`src/rtl/wpm_pkg.sv`:
```
// Package for the wildcard pattern matcher: sizes, symbol codes, operation
// codes and the types shared by the top level, the row step and the checker.
// No dependencies.
package wpm_pkg;

    // Longest pattern the store holds
    localparam int PAT_MAX  = 32;
    // Match row: one bit per pattern prefix, empty prefix included
    localparam int ROW_W    = PAT_MAX + 1;
    localparam int LEN_W    = $clog2(PAT_MAX + 1);
    localparam int IDX_W    = (PAT_MAX > 1) ? $clog2(PAT_MAX) : 1;
    // Levels of the parallel prefix network over the row
    localparam int ROW_LVLS = (ROW_W > 1) ? $clog2(ROW_W) : 1;

    // Pattern meta characters
    localparam logic [7:0] SYM_ONE = 8'h2E;  // '.' exactly one byte
    localparam logic [7:0] SYM_OPT = 8'h3F;  // '?' zero or one byte
    localparam logic [7:0] SYM_ANY = 8'h2A;  // '*' any run

    typedef enum logic [1:0] {
        OP_CLEAR   = 2'd0,
        OP_APPEND  = 2'd1,
        OP_RESTART = 2'd2,
        OP_TEXT    = 2'd3
    } op_t;

    typedef logic [ROW_W-1:0]        row_t;
    typedef logic [LEN_W-1:0]        len_t;
    typedef logic [PAT_MAX-1:0][7:0] pat_store_t;

    // Everything one item does to the state, and its result
    typedef struct packed {
        row_t row;
        len_t len;
        logic store_we;
        logic matched;
        logic overflow;
    } step_t;

endpackage

```
`src/rtl/wpm_row_step.sv`:
```
// Row step of the wildcard pattern matcher: next match row, pattern length,
// store write enable and result for one item. Combinational.
// Depends on wpm_pkg.
module wpm_row_step
    import wpm_pkg::*;
(
    input  op_t        op,
    input  logic [7:0] sym,
    input  pat_store_t store,
    input  row_t       row,
    input  len_t       len,
    output step_t      step
);

    // Carry chain c[j] = g[j] | p[j] & c[j-1], c[-1] = 0, as a log-depth prefix network
    function automatic row_t prefix_scan(input row_t g_in, input row_t p_in);
        row_t gv;
        row_t pv;
        row_t gn;
        row_t pn;
        gv = g_in;
        pv = p_in;
        for (int l = 0; l < ROW_LVLS; l++)
        begin
            gn = gv;
            pn = pv;
            for (int j = 0; j < ROW_W; j++)
            begin
                if (j >= (1 << l))
                begin
                    gn[j] = gv[j] | (pv[j] & gv[j - (1 << l)]);
                    pn[j] = pv[j] & pv[j - (1 << l)];
                end
            end
            gv = gn;
            pv = pn;
        end
        return gv;
    endfunction

    pat_store_t view;
    logic       full;
    logic       do_append;
    len_t       len_new;
    row_t       empty_g;
    row_t       empty_p;
    row_t       text_g;
    row_t       text_p;
    row_t       empty_col;
    row_t       text_row;
    row_t       row_new;

    assign full      = (len == len_t'(PAT_MAX));
    assign do_append = (op == OP_APPEND) && !full;

    // Store as it reads after this item's append
    always_comb
    begin
        for (int i = 0; i < PAT_MAX; i++)
        begin
            view[i] = (do_append && (len == len_t'(i))) ? sym : store[i];
        end
    end

    // Empty text: a prefix matches only if every byte is '?' or '*'
    always_comb
    begin
        empty_g    = '0;
        empty_p    = '0;
        empty_g[0] = 1'b1;
        for (int j = 1; j < ROW_W; j++)
        begin
            empty_p[j] = (view[j-1] == SYM_OPT) || (view[j-1] == SYM_ANY);
        end
    end

    // One text byte: old row diagonal ('*' same column), '?' and '*' ripple along the new row
    always_comb
    begin
        text_g = '0;
        text_p = '0;
        for (int j = 1; j < ROW_W; j++)
        begin
            if (view[j-1] == SYM_ONE)
            begin
                text_g[j] = row[j-1];
            end
            else if (view[j-1] == SYM_OPT)
            begin
                text_g[j] = row[j-1];
                text_p[j] = 1'b1;
            end
            else if (view[j-1] == SYM_ANY)
            begin
                text_g[j] = row[j];
                text_p[j] = 1'b1;
            end
            else
            begin
                text_g[j] = (view[j-1] == sym) & row[j-1];
            end
        end
    end

    assign empty_col = prefix_scan(empty_g, empty_p);
    assign text_row  = prefix_scan(text_g, text_p);

    always_comb
    begin
        len_new = len;
        row_new = row;
        case (op)
            OP_CLEAR:
            begin
                len_new = '0;
                row_new = empty_col;
            end
            OP_APPEND:
            begin
                if (!full)
                begin
                    len_new = len + len_t'(1);
                    row_new = empty_col;
                end
            end
            OP_RESTART:
            begin
                row_new = empty_col;
            end
            OP_TEXT:
            begin
                row_new = text_row;
            end
            default:
            begin
                row_new = row;
            end
        endcase
    end

    assign step.row      = row_new;
    assign step.len      = len_new;
    assign step.store_we = do_append;
    assign step.matched  = row_new[len_new];
    assign step.overflow = (op == OP_APPEND) && full;

endmodule

```
`src/rtl/wildcard_pattern_matcher_unit.sv`:
```
// Top level of the wildcard pattern matcher: input register, pattern store,
// match row state and result register. Depends on wpm_pkg and wpm_row_step.
//
//   channel  handshake            payload                      direction
//   input    in_valid / in_ready  operation[1:0], symbol[7:0]  into block
//   output   out_valid/out_ready  matched, pattern_overflow    out of block
//
// One item per cycle sustained while the output is not stalled; a result
// passes through the input register, which takes the item, and then the
// result register, which loads once it is free. That rate is set by
// the combinational row step: a byte compare per pattern position and a
// ripple of '?' and '*' done as a prefix network of log2(PAT_MAX+1) levels.
// Reset clears the pattern length and leaves only the empty-prefix bit set in
// the match row; the pattern store itself is not cleared.
// A stalled result holds in the result register; the input register still
// takes a new item, then the input side stalls until the result moves.
module wildcard_pattern_matcher_unit
    import wpm_pkg::*;
(
    input  logic       clk,
    input  logic       rst_n,
    input  logic       in_valid,
    output logic       in_ready,
    input  logic [1:0] operation,
    input  logic [7:0] symbol,
    output logic       out_valid,
    input  logic       out_ready,
    output logic       matched,
    output logic       pattern_overflow
);

    // Input register
    logic       in_valid_reg;
    op_t        in_op_reg;
    logic [7:0] in_sym_reg;

    // Block state
    pat_store_t store_reg;
    len_t       len_reg;
    row_t       row_reg;

    // Result register
    logic       out_valid_reg;
    logic       matched_reg;
    logic       overflow_reg;
    logic       out_valid_next;

    step_t      step;
    logic       advance;

    // Move the held item into the result register when that register frees up
    assign advance  = in_valid_reg && (!out_valid_reg || out_ready);
    assign in_ready = !in_valid_reg || advance;

    wpm_row_step u_row_step (
        .op    (in_op_reg),
        .sym   (in_sym_reg),
        .store (store_reg),
        .row   (row_reg),
        .len   (len_reg),
        .step  (step)
    );

    // Input register control
    always_ff @(posedge clk or negedge rst_n)
    begin
        if (!rst_n)
        begin
            in_valid_reg <= 1'b0;
        end
        else if (in_ready)
        begin
            in_valid_reg <= in_valid;
        end
    end

    // Input payload: load on every transfer
    always_ff @(posedge clk)
    begin
        if (in_valid && in_ready)
        begin
            in_op_reg  <= op_t'(operation);
            in_sym_reg <= symbol;
        end
    end

    // Pattern store: written at the current length on an accepted append
    always_ff @(posedge clk)
    begin
        if (advance && step.store_we)
        begin
            store_reg[len_reg[IDX_W-1:0]] <= in_sym_reg;
        end
    end

    // Length and match row advance once per processed item
    always_ff @(posedge clk or negedge rst_n)
    begin
        if (!rst_n)
        begin
            len_reg <= '0;
            row_reg <= row_t'(1);
        end
        else if (advance)
        begin
            len_reg <= step.len;
            row_reg <= step.row;
        end
    end

    always_comb
    begin
        out_valid_next = out_valid_reg;
        if (advance)
        begin
            out_valid_next = 1'b1;
        end
        else if (out_ready)
        begin
            out_valid_next = 1'b0;
        end
    end

    always_ff @(posedge clk or negedge rst_n)
    begin
        if (!rst_n)
        begin
            out_valid_reg <= 1'b0;
        end
        else
        begin
            out_valid_reg <= out_valid_next;
        end
    end

    // Result payload: hold while stalled
    always_ff @(posedge clk)
    begin
        if (advance)
        begin
            matched_reg  <= step.matched;
            overflow_reg <= step.overflow;
        end
    end

    assign out_valid        = out_valid_reg;
    assign matched          = matched_reg;
    assign pattern_overflow = overflow_reg;

endmodule

```
`config.mk`:
```
export PLATFORM = sky130hd
export DESIGN_NAME = wildcard_pattern_matcher_unit
export DESIGN_NICKNAME = d
export VERILOG_FILES = /design/src/rtl/wpm_pkg.sv /design/src/rtl/wpm_row_step.sv /design/src/rtl/wildcard_pattern_matcher_unit.sv
export SDC_FILE = /design/constraint.sdc
export NUM_CORES = 1
export LEC_CHECK = 0
export BUFFER_PORTS_ARGS = -buffer_cell sky130_fd_sc_hd__buf_4
export CAP_MARGIN = 5
export CELL_PAD_IN_SITES_DETAIL_PLACEMENT = 0
export CELL_PAD_IN_SITES_GLOBAL_PLACEMENT = 1
export CORE_MARGIN = 5
export CORE_UTILIZATION = 45
export DETAILED_ROUTE_END_ITERATION = 7
export PLACE_DENSITY_LB_ADDON = 0.1
export RECOVER_POWER = 50
export REMOVE_ABC_BUFFERS = 1
export SLEW_MARGIN = 20
export SYNTH_ARGS = -nofsm -noshare
export SYNTH_HDL_FRONTEND = slang
export SYNTH_SLANG_ARGS = --single-unit
```
`constraint.sdc`:
```
create_clock -name clk -period 4.6 [get_ports clk]
set_input_delay 0.92 -clock clk [delete_from_list [all_inputs] [get_ports clk]]
set_output_delay 0.92 -clock clk [all_outputs]
set_load 0.01 [all_outputs]
```
* Word level (Yosys, flattened, before mapping) *
Cells that the tools add are included.

cells by class
  $add $sub $neg = 1
  order comparisons = 3
  equal/unequal tests = 163
  multiplexer cells = 232
  bitwise gates (word level) = 517
  reductions and logical operators = 79

operator list
  operator             count
  $eq 8x6->1 const B   96
  $and 1x1->1          388
  $mux 8               33
  $bwmux 256           1
  $eq 8x8->1           32
  $mux 1               192
  $or 1x1->1           129
  $pmux 33 s3          1
  $eq 6x5->1 const B   16
  $eq 6x4->1 const B   8
  $demux 8 s5          1
  $logic_and 1x1->1    38
  $logic_or 1x1->1     34
  $mux 33              1
  $eq 6x3->1 const B   4
  $eq 6x2->1 const B   2
  $pmux 6 s2           1
  $lt 6x7->1 const B   1
  $add 6x1->6 const B  1
  $bmux 1 s6           1
  $eq 6x1->1 const B   1
  $eq 6x6->1 const B   1
  $logic_not 6->1      1
  $lt 5x6->1 const B   1
  other kinds (8)      11

storage, ports and cells
  register bits after elaboration = 309
  bits of input ports = 14
  output and inout port bits = 4
  logic and storage cells = 1035

* Depth between registers and ports, before layout *
  word-level depth = 23
  mapped depth = 17

* By module *
Synthesis repeated with hierarchy kept, for this count alone.

unflattened totals
  cells, all modules = 1910
  area total of the unflattened synthesis = 20160.6 µm²

by module, submodules not included
  module                         times used  cells each  area an instance (µm²)  seq. area each (µm²)
  wpm_row_step                   1           1503        10103.4                 0.0
  wildcard_pattern_matcher_unit  1           407         10057.1                 9075.0

* Worst setup path before layout *
No wires, ideal clock.

  path kind = reg-to-reg
  from = register in_sym_reg[7]
  to = register matched_reg (netlist: matched) (data pin)
  data arrival time = 3.644 ns
  setup slack = 0.692 ns
  cell stages (with the launch flop) = 16
  cells stage by stage = edfxtp_1 buf_2 and4bb_1 buf_4 nand3_1 buf_2 o22ai_1 a211o_1 a222oi_1 inv_1 or3_1 o21ai_1 o211a_1 a211oi_1 o41ai_2 a21oi_1

RTL lines
  what                    RTL line                              text
  from (decl)             wildcard_pattern_matcher_unit.sv:35   logic [7:0] in_sym_reg;
  from (signal assigned)  wildcard_pattern_matcher_unit.sv:83   in_sym_reg <= symbol;
  to (signal assigned)    wildcard_pattern_matcher_unit.sv:141  matched_reg <= step.matched;
  to (decl)               wildcard_pattern_matcher_unit.sv:44   logic matched_reg;

==> impl_metrics.tcl <==
set metrics [dict create \
    violations "max-capacitance violations, max-slew violations" \
    swShare_pct 25.1 \
    ctsLongestPathBuffers 3 \
    place_hpwl_um 47400 \
    synth-seq-area-share_pct 46.3 \
    min_delay_worst_endpoint "out_valid" \
    antenna_found_initial 3 \
    drive_gt1_share_pct 13.8 \
    critical_path.reg2reg.startpoint "len_reg[0]" \
    share_of_the_synthesized_netlist_area_taken_by_xor_and_xnor_gates_pct 12.1 \
    period_minus_slack_ns 4.36 \
    synth.lib_cells_used.distinct 105 \
    fp.coreArea_mm2 0.0431 \
    sequentialPowerShare_pct 47.6 \
    synth_edf_count 268 \
    status "finished with violations" \
    reg2reg_depth 15 \
    viasPerCell 6.15 \
    mappedNetlistArea_mm2 0.0196 \
    cts-root-buf "clkbuf_16" \
    hold_buffers 0 \
    critical_path.startpoint_type "flop" \
    fin_setup_tns_ns 0 \
    muxShareOfSynthArea_pct 3.58 \
    pin_count_of_the_biggest_net_entering_global_routing 65 \
    synth_fa_ha_area_share_pct 0.255 \
    detail_route.drc_violations 0 \
    final.fill_count 3956 \
    totalPowerFinal_mw 6.64 \
    htree_levels 2 \
    areaGrowthSynthToFinish_pct 14.0 \
    ff2ff_setup_slack_ns 0.24 \
    detail_route.first_pass.iterations 6 \
    largest_cells_by_area_after_synthesis "edfxtp_1 (41%), xor2_1 (6.9%), xnor2_1 (5.2%), dfrtp_1 (5.1%), nor2_1 (2.9%)" \
    pwr_dens_mw_per_mm2 297 \
    fin_nets 2022 \
    synth_top_family_by_area "simple AND/OR/NAND/NOR gates" \
    drt-wirelength-per-cell_um 24.5 \
    grt_pass1_wl_um 96800 \
    fp.dieH_um 219 \
    first_global_vias 15475 \
    cell_internal_pwr_mw 4.97 \
    drt-initial-drc-count 1325 \
    relative_contribution_of_the_clock_network_to_total_power_pct 41.7 \
    initial_util_pct 45.5 \
    report.final.setup_viol 0 \
    clock_skew_ns 0.0240 \
    vdd_ir_drop_max_mv 0.326 \
    route.antenna.remaining_nets 0 \
    count_of_vias_placed_by_the_detailed_router 16088 \
    insertion_delay_ns 0.56 \
    synth_top_area_cell "edfxtp_1" \
    path_max_fanout 9 \
    final_hold_viol_count 0 \
    cts_tree "built" \
    core.rowCount 76 \
    hp-start "in_valid_reg" \
    ys_ff_latch 309 \
    grt_setup_unrepaired "no" \
    post_synthesis_cell_count 1902 \
    syn_avg_cell_area_um2 10.3 \
    globalRouteTotalUtil_pct 26.5 \
    synth-compound-area-share_pct 15.6 \
    max-cap-violations 1 \
    worst-endpoint-required_ns 4.91 \
    slew-limit-headroom_pct -89.1 \
    holdPathStages 1 \
    switchingPower_mw 1.67 \
    fp.dieArea_mm2 0.0478 \
    die_w_um 219 \
    critPathCaptureType "flop" \
    num_io_pins 18 \
    place.port_buffers 17 \
    worst-setup-path-type "reg2reg" \
    tightest_slew_ns 2.84 \
    routed_wl_um 64200 \
    ys_dominant_reg_cell "edfxtp_1" \
    numClockSinks 309 \
    largest_register_ff_count 256 \
    numCtsBuffers 36 \
    gpl_congestion 0.986 \
    netlist.area_leader.share_pct 41.1 \
    p_comb_share_pct 10.7 \
    synth_simple_gate_area_share_pct 19.4 \
    rr_endpoint "matched" \
    worstPathArrival_ns 4.66 \
    synth-warning-count 0 \
    ys_async_sr_fraction_pct 13.3 \
    globalRouteOverflowTotal 0 \
    timing.hold.worst.class "reg2reg" \
    finalCritPeriodShare_pct 94.7 \
    final-max-slew-violation-count 42 \
    fmax_mhz 229 \
    cts.clk_slew.worst_paths_ns 0.06 \
    leakage_nw 7.62 \
]
[placed cells by master, fill, tap and decap left out, types with 38 or more instances in the layout]
master | synthesis | final
nor2_1 | 151 | 150
and3_1 | 41 | 41
nor4_1 | 48 | 47
nand4_1 | 57 | 57
mux2i_1 | 42 | 41
nand3_1 | 74 | 74
nor3_1 | 51 | 48
o21ai_0 | 101 | 98
o211ai_1 | 43 | 43
nand2_1 | 140 | 140
xnor2_1 | 117 | 117
dfrtp_1 | 40 | 40
edfxtp_1 | 268 | 268
xor2_1 | 154 | 154
clkbuf_16 | 0 | 38
buf_4 | 11 | 133
a21oi_1 | 53 | 53
[cells by family after synthesis]
| group | Yosys count |
|---|---|
| compound gates | 434 |
| xor+xnor | 271 |
| fa+ha+maj | 4 |
| buf+inv | 113 |
| flops | 309 |
| mux | 67 |
| simple gates | 704 |
[through the flow]
stage | setup WS, ns | cell area [µm²] | hold slack [ns] | instances | utilization (%)
2_1_floorplan | -0.619 | 19200 | 0.457 | 1815 | -
3_3_place_gp | -0.110 | 21000 | 0.468 | 2543 | 48.8
3_5_place_dp | -0.00608 | 21000 | 0.490 | 2543 | 48.8
4_1_cts | 0.0450 | 22200 | 0.398 | 2605 | 51.5
5_1_grt | 0.00351 | 22300 | 0.503 | 2614 | 51.9
6_report | 0.242 | 22300 | 0.497 | 2616 | 51.9
[Yosys cell counts (6+ instances only)]
| library cell | count |
|---|---|
| edfxtp_1 | 268 |
| xor2_1 | 154 |
| nor2_1 | 151 |
| nand2_1 | 140 |
| xnor2_1 | 117 |
| o21ai_0 | 101 |
| nand3_1 | 74 |
| nand4_1 | 57 |
| a21oi_1 | 53 |
| nor3_1 | 51 |
| nor4_1 | 48 |
| buf_2 | 46 |
| o211ai_1 | 43 |
| mux2i_1 | 42 |
| and3_1 | 41 |
| dfrtp_1 | 40 |
| a31oi_1 | 26 |
| inv_1 | 25 |
| mux2_2 | 25 |
| and2_1 | 24 |
| clkbuf_1 | 24 |
| a22oi_1 | 19 |
| nor4bb_1 | 18 |
| or3_1 | 18 |
| a211oi_1 | 16 |
| a21o_1 | 13 |
| a21boi_0 | 12 |
| o22ai_1 | 12 |
| buf_4 | 11 |
| a22o_1 | 10 |
| nand2b_1 | 10 |
| o2111ai_1 | 9 |
| o21bai_1 | 9 |
| o221ai_1 | 9 |
| nor3b_1 | 8 |
| o21a_1 | 8 |
| o21ai_1 | 8 |
| o31ai_1 | 8 |
| a211o_1 | 7 |
| nand3b_1 | 7 |
| o31a_1 | 7 |
| nor4b_1 | 6 |
[final cells by class]
class                      count  area, µm²  share of cell area [%]
clock inverter                15        138                   0.616
clock buffer                  47        995                    4.45
timing repair buffer         151       1200                    5.38
sequential                   309       9070                    40.6
tap                          585        732                    3.28
multi-input combinational   1480      10100                    45.2
inverter                      26       97.6                   0.437
antenna                        3       7.51                  0.0336
[how the worst max path moves through the flow]
stage / start / end / slack [ns] / cells after the start
global route: len_reg[0] / matched / 0.004 / 16
floorplan: in_sym_reg[1] / matched / -0.62 / 13
CTS: len_reg[0] / matched / 0.05 / 15
detailed placement: len_reg[3] / matched / -0.006 / 13
global placement: len_reg[2] / matched / -0.11 / 13
finish: len_reg[0] / matched / 0.24 / 15
[worst max-delay path, stage by stage (launching register included)]
cell and delay [ns]:
dfrtp_1 0.51, inv_1 0.13, ha_1 0.27, nand4bb_1 0.14
buf_4 0.20, nor2_1 0.07, o41ai_1 0.47, o221ai_1 0.24
a222oi_1 0.58, inv_1 0.12, or3_1 0.40, o21ai_1 0.16
o211a_1 0.21, a211oi_1 0.12, o41ai_2 0.39, a21oi_1 0.07
[power groups by stage]
stage / Sequential [mW] / Combinational [mW] / Clock [mW]
2_1_floorplan: 3.27 / 0.323 / 0
3_3_place_gp: 3.21 / 0.698 / 0
3_5_place_dp: 3.22 / 0.700 / 0
4_1_cts: 3.16 / 0.702 / 2.84
5_1_grt: 3.16 / 0.765 / 2.96
6_report: 3.16 / 0.712 / 2.77
[layer usage]
| layer | GRT usage, % | vias up | part of all wire (%) |
|---|---|---|---|
| met3 | 4.20 | 120 | 6.1 |
| met5 | 0 | - | 0 |
| met1 | 38.0 | 7965 | 46 |
| li1 | - | 7474 | - |
| met2 | 41.5 | 529 | 45 |
| met4 | 8.37 | 0 | 3.3 |
[what timing repair did]
action                                 CTS  global route
resized for setup                        1            23
setup buffers                            0             8
setup endpoints to repair                1             2
pin swaps                                0             7
endpoints found under the hold margin    0             0
Power figures use the tool's default switching activity.
